File: src/hdl/nlc_pkg.sv
// shared types and codes for the name lookup cache
// used by nlc_cmp, name_lookup_cache_lru and the port checker
package nlc_pkg;

   // kinds of request item
   localparam logic [1:0] KIND_LOOKUP    = 2'd0;
   localparam logic [1:0] KIND_ENTER     = 2'd1;
   localparam logic [1:0] KIND_PURGE_NM  = 2'd2;
   localparam logic [1:0] KIND_PURGE_ND  = 2'd3;

   // status codes of a response item
   localparam logic [2:0] ST_MISS      = 3'd0;
   localparam logic [2:0] ST_EXPIRED   = 3'd1;
   localparam logic [2:0] ST_NEG_HIT   = 3'd2;
   localparam logic [2:0] ST_POS_HIT   = 3'd3;
   localparam logic [2:0] ST_ENTERED   = 3'd4;
   localparam logic [2:0] ST_TOO_LONG  = 3'd5;
   localparam logic [2:0] ST_PURGED    = 3'd6;

   // configuration register indexes
   localparam logic CSR_POS_TIMEOUT = 1'b0;
   localparam logic CSR_NEG_TIMEOUT = 1'b1;

   localparam logic [15:0] TIMEOUT_RESET = 16'd3;
   localparam logic [8:0]  COUNT_MAX     = 9'd511;
   localparam logic [1:0]  CLASS_MAX     = 2'd3;

   // parameter defaults
   localparam int DEF_ENTRIES      = 256;
   localparam int DEF_CLASS_SIZE   = 100;
   localparam int DEF_MAX_NAME_LEN = 99;

   // field widths
   localparam int KEY_W   = 64;
   localparam int LEN_W   = 8;
   localparam int NODE_W  = 32;
   localparam int TIME_W  = 32;
   localparam int TO_W    = 16;
   localparam int REQ_W   = 200;
   localparam int RSP_W   = 48;

   // compare unit results
   typedef struct packed {
      logic name_hit;
      logic node_hit;
      logic expired;
   } cmp_type;

endpackage

File: src/hdl/nlc_cmp.sv
// compare unit shared by every step of the recency walk
// depends on nlc_pkg
module nlc_cmp (
   input  logic [nlc_pkg::LEN_W-1:0]  ent_len,
   input  logic [nlc_pkg::KEY_W-1:0]  ent_dir,
   input  logic [nlc_pkg::KEY_W-1:0]  ent_name,
   input  logic [nlc_pkg::NODE_W-1:0] ent_node,
   input  logic [nlc_pkg::TIME_W-1:0] ent_stamp,
   input  logic [nlc_pkg::LEN_W-1:0]  req_len,
   input  logic [nlc_pkg::KEY_W-1:0]  req_dir,
   input  logic [nlc_pkg::KEY_W-1:0]  req_name,
   input  logic [nlc_pkg::NODE_W-1:0] req_node,
   input  logic [nlc_pkg::TIME_W-1:0] req_now,
   input  logic [nlc_pkg::TO_W-1:0]   pos_timeout,
   input  logic [nlc_pkg::TO_W-1:0]   neg_timeout,
   output nlc_pkg::cmp_type           result
);
   import nlc_pkg::*;

   logic              used;
   logic [TIME_W-1:0] age;
   logic [TO_W-1:0]   limit;

   // entry key match and age against its timeout
   always_comb begin
      used            = (ent_len != '0);
      age             = req_now - ent_stamp;
      limit           = (ent_node != '0) ? pos_timeout : neg_timeout;
      result.name_hit = used && (ent_len == req_len) && (ent_dir == req_dir)
                        && (ent_name == req_name);
      result.node_hit = used && (req_node != '0) && (ent_node == req_node);
      result.expired  = (age >= TIME_W'(limit));
   end

endmodule

File: config.mk
export PLATFORM = sky130hd
export DESIGN_NAME = nlc_cmp
export DESIGN_NICKNAME = d
export VERILOG_FILES = /design/src/hdl/nlc_pkg.sv /design/src/hdl/nlc_cmp.sv
export SDC_FILE = /design/constraint.sdc
export NUM_CORES = 1
export LEC_CHECK = 0
export ABC_CLOCK_PERIOD_IN_PS = 4400
export BUFFER_PORTS_ARGS = -buffer_cell sky130_fd_sc_hd__buf_4
export CORE_AREA = 2 2 167 169
export DETAILED_ROUTE_END_ITERATION = 8
export DIE_AREA = 0 0 169 171
export PLACE_DENSITY = 0.4
export SYNTH_ARGS = -nofsm -noshare
export SYNTH_HDL_FRONTEND = slang
export SYNTH_SLANG_ARGS = --single-unit
File: constraint.sdc
create_clock -name vclk -period 4.4
set_input_delay 0.22 -clock vclk [all_inputs]
set_output_delay 0.22 -clock vclk [all_outputs]
set_load 0.005 [all_outputs]
==> results of run 1 <==
per-layer routing:
layer,part of all wire (%),GRT usage [%],up-vias
li1,-,-,3153
met1,41,25.26,2809
met2,48,38.04,228
met3,10,8.975,28
met4,0.65,2.007,20
met5,0.39,0,-
stage by stage:
| stage | area, µm² | setup TNS, ps | setup slack [ps] | hold WS [ps] |
|---|---|---|---|---|
| global placement | 8229 | -418.6 | -418.6 | 968.3 |
| CTS | 8309 | 0 | 52.07 | 979.6 |
| global route | 8383 | -27.22 | -27.22 | 1036 |
| finish | 8396 | 0 | 253.0 | 973.3 |
| floorplan | 4428 | 0 | 286.0 | 690.8 |
| detailed placement | 8229 | -483.1 | -483.1 | 977.6 |
synthesized netlist by cell type (2+ instances only):
| cell type | instances | share of area (%) |
|---|---|---|
| and3_1 | 2 | 0.28 |
| a21oi_1 | 37 | 4.2 |
| nor2_1 | 20 | 1.7 |
| a21o_1 | 6 | 1.0 |
| and2_1 | 2 | 0.28 |
| o21a_1 | 7 | 1.2 |
| a211oi_1 | 4 | 0.68 |
| clkbuf_1 | 6 | 0.51 |
| o22ai_1 | 4 | 0.57 |
| nand4_1 | 33 | 4.7 |
| buf_2 | 8 | 0.90 |
| ha_1 | 47 | 13 |
| o41ai_1 | 3 | 0.59 |
| or3_1 | 4 | 0.57 |
| mux2i_1 | 20 | 4.5 |
| o21bai_1 | 3 | 0.51 |
| a41oi_1 | 3 | 0.59 |
| nor3_1 | 9 | 1.0 |
| o31ai_1 | 3 | 0.51 |
| xor2_1 | 127 | 25 |
| o211ai_1 | 2 | 0.34 |
| nor4_1 | 54 | 7.6 |
| a31oi_1 | 2 | 0.28 |
| nand3_1 | 16 | 1.8 |
| nand2_1 | 25 | 2.1 |
| a221oi_1 | 3 | 0.59 |
| a211o_1 | 2 | 0.40 |
| o21ai_0 | 18 | 2.0 |
| nand2b_1 | 5 | 0.71 |
| o2111ai_1 | 4 | 0.79 |
| xnor2_1 | 53 | 10 |
| inv_1 | 49 | 4.2 |
| nor2b_1 | 4 | 0.57 |
path summary, 6_finish.rpt:
| check | end | slack, ps | cells after the start |
|---|---|---|---|
| worst max-delay path | result[0] | 250 | 21 |
| worst min-delay path | result[2] | 970 | 6 |
power breakdown:
| group | switching [mW] | internal, mW | leakage, nW |
|---|---|---|---|
| Combinational | 0.409 | 0.508 | 4.01 |
| Sequential | 0 | 0 | 0 |
| Clock | 0 | 0.000000246 | 0.0000507 |
| Total | 0.409 | 0.508 | 4.01 |
cells by family after synthesis:
| family | Yosys count |
|---|---|
| xor gates and xnor gates | 180 |
| and+or+nand+nor | 180 |
| AOI/OAI and AO/OA | 117 |
| buffers and inverters | 63 |
| adders and majority gates | 48 |
| muxes | 21 |
cell type report:
type                       count  area, µm²  share of cell area, %
tap                          346      432.9                  5.156
inverter                      49      183.9                  2.191
multi-input combinational    546       4255                  50.69
antenna                        8      20.02                 0.2385
timing repair buffer         465       3503                  41.73
placed cells by master (no fill, tap or decap), types with 6 or more instances in the layout:
master,count
a21o_1,6
a21oi_1,37
buf_4,464
diode_2,8
ha_1,46
inv_1,49
mux2i_1,20
nand2_1,25
nand3_1,16
nand4_1,33
nor2_1,19
nor3_1,8
nor4_1,52
o21a_1,7
o21ai_0,15
xnor2_1,53
xor2_1,127
timing repair:
| action | CTS | global route |
|---|---|---|
| hold buffers | 0 | 0 |
| pin swaps | 6 | 3 |
| gates resized for setup | 5 | 13 |
| buffers inserted | 9 | 1 |
| setup endpoints to repair | 1 | 1 |
==> impl_metrics.tcl, run 1 <==
set metrics [dict create \
    synthMuxAreaShare_pct 4.775 \
    gp_congestion 0.8921 \
    finalCritPeriodShare_pct 94.25 \
    crit_chain "buf_4 > inv_1 > ha_4 > fa_2 > nor2b_2 > o211ai_1 > a31oi_4 > a41oi_2 > o21ai_2 > xor2_1 > ha_1 > a21o_1 > o21ai_2 > nand4_1 > nor4_2 > o2111ai_1 > a2111oi_2 > nand4_1 > nor4_2 > nand4_1 > buf_4" \
    rows 61 \
    startpoint_type "input pin" \
    dieHeight_um 171 \
    wirelength_um 32940 \
    syn-num-nets 1089 \
    grtUsageTotal_pct 21.55 \
    cp_slowest_cell "fa_2" \
    required_ps 4180 \
    die_x_um 169 \
    grt_overflow 0 \
    hold_violations 0 \
    place_hpwl_um 31030 \
    final_nets 1542 \
    grt_max_degree 11 \
    port_buffers 435 \
    path_max_fanout 3 \
    criticalPathCategory "input pin to primary output" \
    grt_pass1_vias 6556 \
    fillers 3065 \
    yosysWarnings 0 \
    via_per_inst 4.412 \
    finalSetupViolCount 0 \
    area_growth_pct 89.60 \
    final_core_util_pct 30.73 \
    peakVddDrop_uv 40.60 \
    die-area_um2 28900 \
    crit_arrival_ps 3930 \
    cp_slowest_stage_delay_ps 340 \
    total_power_uw 916.4 \
    hold_start "req_dir[10]" \
    synth_compound_area_share_pct 17.86 \
    worst-path-buf-inv 3 \
    clock_buffers 0 \
    critPathTopFamily "compound AO/OA/AOI/OAI gates" \
    cp-startpoint "req_now[0]" \
    power.leakage_nw 4.014 \
    io-pin-count 435 \
    p_per_area_nw_per_um2 109.2 \
    antenna_found_initial 17 \
    drc_errors 0 \
    start_util_pct 16.21 \
    status "complete, no violations" \
    yosys.area_share.xor_xnor_pct 35.60 \
    postRouteAntennaNets 0 \
    max_slew.worst_pin.slew_ps 660.2 \
    avgSynthCellArea_um2 7.271 \
    seq_area_um2 0 \
    detail_route.iter0.violations 228 \
    crit_top_cell "nand4_1" \
    slew_headroom_pct 55.58 \
    fmax_mhz 241.1 \
    placed_cells 1396 \
    synth_cells 609 \
    layout_min_cycle_time_ps 4147 \
    synthSimpleGateAreaFrac_pct 22.46 \
    drive_above_1_share_pct 45.94 \
    post_drt_wl_per_cell_um 23.29 \
    vias 6238 \
    numSequentialCells 0 \
    worst_setup_path_end_kind "primary output" \
    netlist_area_um2 4428 \
    synth_top_family_by_area "XOR/XNOR gates" \
    synth_fa_ha_area_share_pct 13.73 \
    hold_path.class "input pin to primary output" \
    grt_pass1_wl_um 44260 \
    cap_violations 0 \
    ys_types 57 \
    final-max-slew-violation-count 0 \
    rsz0062_at_grt "true" \
    yosysSeqAreaShare_pct 0 \
    layout.cells.non_filler 1414 \
    core-area_um2 27320 \
    drtPass1Iterations 4 \
]
Note: power is estimated with default switching activity, not from simulation.
==> run 2: changes to the inputs <==
--- a/config.mk
+++ b/config.mk
@@ -7,10 +7,12 @@
 export LEC_CHECK = 0
 export ABC_CLOCK_PERIOD_IN_PS = 4400
 export BUFFER_PORTS_ARGS = -buffer_cell sky130_fd_sc_hd__buf_4
-export CORE_AREA = 2 2 167 169
+export CELL_PAD_IN_SITES_DETAIL_PLACEMENT = 1
+export CELL_PAD_IN_SITES_GLOBAL_PLACEMENT = 2
+export CORE_AREA = 2 2 170 172
 export DETAILED_ROUTE_END_ITERATION = 8
-export DIE_AREA = 0 0 169 171
-export PLACE_DENSITY = 0.4
+export DIE_AREA = 0 0 172 174
+export PLACE_DENSITY = 0.74
 export SYNTH_ARGS = -nofsm -noshare
 export SYNTH_HDL_FRONTEND = slang
 export SYNTH_SLANG_ARGS = --single-unit
==> run 2 against run 1 <==
Net effect:
- via count up 3.9%
- die area increased by 3.6%
- clock-buffer cell count unchanged
- largest power group unchanged
- combinational power is 2.7% higher
- critical path type unchanged
- non-clock buffer count is 5 higher
- routed wire length rose by 1.1%
- power grew 2.7%
- critical path depth is 1 higher
- sequential share of layout area did not move
==> impl_metrics.tcl, run 2 (synthesis gave the netlist of run 1 again) <==
set metrics [dict create \
    detail_route.iter0.violations 163 \
    fmax_mhz 233.0 \
    p_per_area_nw_per_um2 110.1 \
    hold_violations 0 \
    final_common_cell "buf_4" \
    die_x_um 172 \
    layout.cells.non_filler 1462 \
    total_power_uw 941.1 \
    required_ps 4180 \
    numSequentialCells 0 \
    layout_min_cycle_time_ps 4291 \
    path_max_fanout 3 \
    wirelength_um 33290 \
    hold_start "req_node[26]" \
    status "complete, no violations" \
    final_core_util_pct 30.28 \
    final_nets 1547 \
    die-area_um2 29930 \
    antenna_found_initial 13 \
    port_buffers 435 \
    peakVddDrop_uv 40.84 \
    final_cell_mix "buf_4, xor2_1, xnor2_1" \
    start_util_pct 15.68 \
    criticalPathCategory "input pin to primary output" \
    postRouteAntennaNets 0 \
    grt_pass1_wl_um 45230 \
    post_drt_wl_per_cell_um 22.77 \
    finalCritPeriodShare_pct 97.53 \
    design_area_um2 8551 \
    slew_headroom_pct 46.17 \
    clock_buffers 0 \
    crit_arrival_ps 4070 \
    placed_cells 1437 \
    grt_pass1_vias 7081 \
    final-max-slew-violation-count 0 \
    use_met1_pct 23.83 \
    grt_max_degree 12 \
    worst_setup_path_end_kind "primary output" \
    placed_cell_area_um2 8299 \
    area_growth_pct 93.11 \
    place_hpwl_um 31230 \
    grt_util_met3_pct 6.398 \
    hold_path.class "input pin to primary output" \
    dieHeight_um 174 \
    finalSetupViolCount 0 \
    via_per_inst 4.435 \
    max_slew.worst_pin.slew_ps 800.1 \
    grt_overflow 0 \
    gp_congestion 0.9395 \
    drive_above_1_share_pct 46.67 \
    core-area_um2 28240 \
    hold_end "result[1]" \
    hold_ws_ps 985.2 \
    power.leakage_nw 4.056 \
    cap_violations 0 \
    drtPass1Iterations 4 \
    rsz0062_at_grt "true" \
    grtUsageTotal_pct 20.93 \
    io-pin-count 435 \
    gr-max-usage-layer "met2" \
    drc_errors 0 \
    whs_path_depth 6 \
    rows 62 \
    vias 6484 \
    grtUsageMet2_pct 36.60 \
    startpoint_type "input pin" \
    seq_area_um2 0 \
]
## run 2: worst max-delay path by stage
stage | to | cells after the start | slack (ps) | startpoint
after floorplan | result[0] | 19 | 290 | req_now[0]
after global placement | result[0] | 21 | -250 | ent_stamp[0]
after detailed placement | result[0] | 21 | -370 | ent_stamp[0]
after CTS | result[0] | 21 | 30 | ent_stamp[0]
after global routing | result[0] | 22 | -160 | req_now[0]
final | result[0] | 22 | 110 | req_now[0]
## run 2: routing by layer
| layer | vias up | share of wire, % |
|---|---|---|
| li1 | 3166 | - |
| met1 | 3028 | 39 |
| met2 | 248 | 49 |
| met3 | 38 | 8.9 |
| met4 | 4 | 2.5 |
| met5 | - | 0.45 |
## run 2: per-stage QoR
| step | worst slack, ps | setup TNS [ps] |
|---|---|---|
| after floorplan | 286.0 | 0 |
| after global placement | -251.9 | -251.9 |
| after detailed placement | -365.5 | -365.5 |
| after CTS | 32.83 | 0 |
| after global routing | -160.1 | -160.1 |
| final | 108.8 | 0 |
## run 2: where the power goes
part	leakage, nW	switching [mW]	internal (mW)	total, mW
combinational	4.06	0.421	0.520	0.941
clock	0.0000824	0	0.000000398	0.000000398
sequential	0	0	0	0
total	4.06	0.421	0.520	0.941
## run 2: cell type report
cell class | count | area (µm²)
Antenna cell | 13 | 32.53
Inverter | 49 | 186.4
Multi-Input combinational cell | 546 | 4299
Timing Repair Buffer | 470 | 3552
Tap cell | 384 | 480.5
Fill cell | 3524 | 19690
## run 2: what timing repair did
action,in CTS,in global routing
endpoints found under the setup margin,1,1
hold buffers,0,0
pin swaps,7,20
buffers inserted,9,3
gates resized for setup,8,22
## run 2: worst max-delay path: stages
cell and delay, ps:
buf_8 80, inv_4 30, ha_4 160, fa_2 390
nor2b_2 140, o211ai_1 160, a31oi_4 200, a41oi_2 140
o21ai_2 170, xor2_1 180, ha_1 280, a21o_1 200
o21ai_2 130, nand4_1 130, nor4_2 260, o2111ai_1 170
a2111oi_2 230, nand4_1 140, nor4_2 270, buf_4 150
nand4_1 80, buf_4 150
==> run 3: changes to the inputs <==
--- a/config.mk
+++ b/config.mk
@@ -12,6 +12,7 @@
 export CORE_AREA = 2 2 170 172
 export DETAILED_ROUTE_END_ITERATION = 8
 export DIE_AREA = 0 0 172 174
+export MAX_ROUTING_LAYER = met4
 export PLACE_DENSITY = 0.74
 export SYNTH_ARGS = -nofsm -noshare
 export SYNTH_HDL_FRONTEND = slang
==> run 3 against run 2 <==
Net effect:
- worst hold slack improved by 1.3 ps
- design area decreased by 1.3%
- critical path depth decreased by 4
- cell count decreased by 1.2%
- first-iteration DRC count decreased by 9.8%
- sequential share of layout area unchanged
- setup slack improved by 110 ps
- critical endpoint unchanged
- largest cell class unchanged
- highest routed layer is now met4
==> impl_metrics.tcl, run 3 (synthesis gave the netlist of run 1 again) <==
set metrics [dict create \
    fmax_mhz 239.4 \
    hold_path.class "input pin to primary output" \
    p_comb_share_pct 100.0 \
    grt_pass1_wl_um 45410 \
    total_power_uw 916.8 \
    clkPwrFrac_pct 0 \
    grt_pass1_vias 6933 \
    seq_area_um2 0 \
    drtPass1Iterations 4 \
    vias 6445 \
    core-area_um2 28240 \
    whs_path_depth 6 \
    gp_congestion 0.9397 \
    setup_ws_ps 222.1 \
    io-pin-count 435 \
    die_x_um 172 \
    worst_setup_path_end_kind "primary output" \
    layout_min_cycle_time_ps 4178 \
    grt_max_degree 12 \
    area_growth_pct 90.59 \
    hold_start "req_node[2]" \
    cp-startpoint "ent_node[1]" \
    rows 62 \
    die-area_um2 29930 \
    max_slew.worst_pin.slew_ps 1049 \
    cts_hold_buf 0 \
    final_cell_mix "buf_4, xor2_1, xnor2_1" \
    power.leakage_nw 3.995 \
    dieHeight_um 174 \
    final_nets 1538 \
    startpoint_type "input pin" \
    fillers 3527 \
    power.internal_uw 505.2 \
    criticalPathCategory "input pin to primary output" \
    final_common_cell "buf_4" \
    p_per_area_nw_per_um2 108.6 \
    switching_share_pct 44.89 \
    use_met1_pct 25.25 \
    pwr-share-seq_pct 0 \
    grt_util_met3_pct 4.281 \
    port_buffers 435 \
    crit_arrival_ps 3960 \
    clock_buffers 0 \
    hold_violations 0 \
    post_drt_wl_per_cell_um 22.84 \
    status "complete, no violations" \
    postRouteAntennaNets 0 \
    numSequentialCells 0 \
    cap_violations 0 \
    final-max-slew-violation-count 0 \
    required_ps 4180 \
    gr-max-usage-layer "met2" \
    place_ws_ps -446.6 \
    setup_tns_ps 0 \
    rsz0062_at_grt "true" \
    place_hpwl_um 31250 \
    grtUsageTotal_pct 21.51 \
    slew_headroom_pct 29.41 \
    finalSetupViolCount 0 \
    hold_end "result[1]" \
    via_per_inst 4.460 \
    start_util_pct 15.68 \
    drc_errors 0 \
    drive_above_1_share_pct 46.12 \
    peakVddDrop_uv 45.79 \
    detail_route.iter0.violations 147 \
    grtUsageMet2_pct 38.97 \
    finalCritPeriodShare_pct 94.95 \
    wirelength_um 33000 \
    p_sw_uw 411.5 \
    grt_overflow 0 \
    path_max_fanout 11 \
    antenna_found_initial 5 \
]
==> run 3: layer usage <==
layer / wire (µm) / part of all wire (%)
met1: 13600 / 41
met2: 16740 / 51
met3: 2371 / 7.2
met4: 282 / 0.85
met5: 0 / 0
==> run 3: worst max path at each step <==
| stage | to | slack [ps] | cells past startpoint |
|---|---|---|---|
| 4_1_cts | result[0] | 40 | 21 |
| 3_5_place_dp | result[0] | -450 | 21 |
| 5_1_grt | result[0] | -20 | 22 |
| 3_3_place_gp | result[0] | -260 | 21 |
| 2_1_floorplan | result[0] | 290 | 19 |
| 6_report | result[0] | 220 | 18 |
==> run 3: repair_timing <==
item	4_1_cts	5_1_grt
pin swaps	7	7
setup endpoints to repair	1	1
resized for setup	8	14
setup buffers	0	1
==> run 3: critical path, stage by stage <==
cell and delay (ps):
buf_4 130, nor4_1 400, nand4_1 180, nor2_2 220, buf_12 180, buf_4 230
mux2i_1 210, ha_1 260, a21oi_1 140, nor2b_1 70, o41ai_1 480, a21oi_1 200
a2111oi_2 310, nand4_1 150, nor4_2 180, buf_4 160, nand4_1 80, buf_4 150
==> run 3: power by group through the flow <==
stage,registers (mW),clock network [mW],logic (mW)
2_1_floorplan,0,0,0.403
3_3_place_gp,0,0,0.891
3_5_place_dp,0,0,0.902
4_1_cts,0,0,0.911
5_1_grt,0,0.000000152,1.01
6_report,0,0.000000153,0.917
==> run 3: cell type report <==
type                       instances  area, µm²  share of cell area (%)
multi-input combinational        546       4289                   50.82
timing repair buffer             461       3473                   41.16
tap                              384      480.5                   5.693
inverter                          49      183.9                   2.179
antenna                            5      12.51                  0.1483
==> run 3: through the flow <==
stage,area [µm²],instances,util [%],hold WS [ps]
after CTS,8338,1439,29.53,990.8
after global routing,8439,1445,29.89,1032
after global placement,8314,1439,29.44,976.9
final,8439,1445,29.89,986.5
after detailed placement,8314,1439,29.44,981.4
after floorplan,4428,609,-,690.8
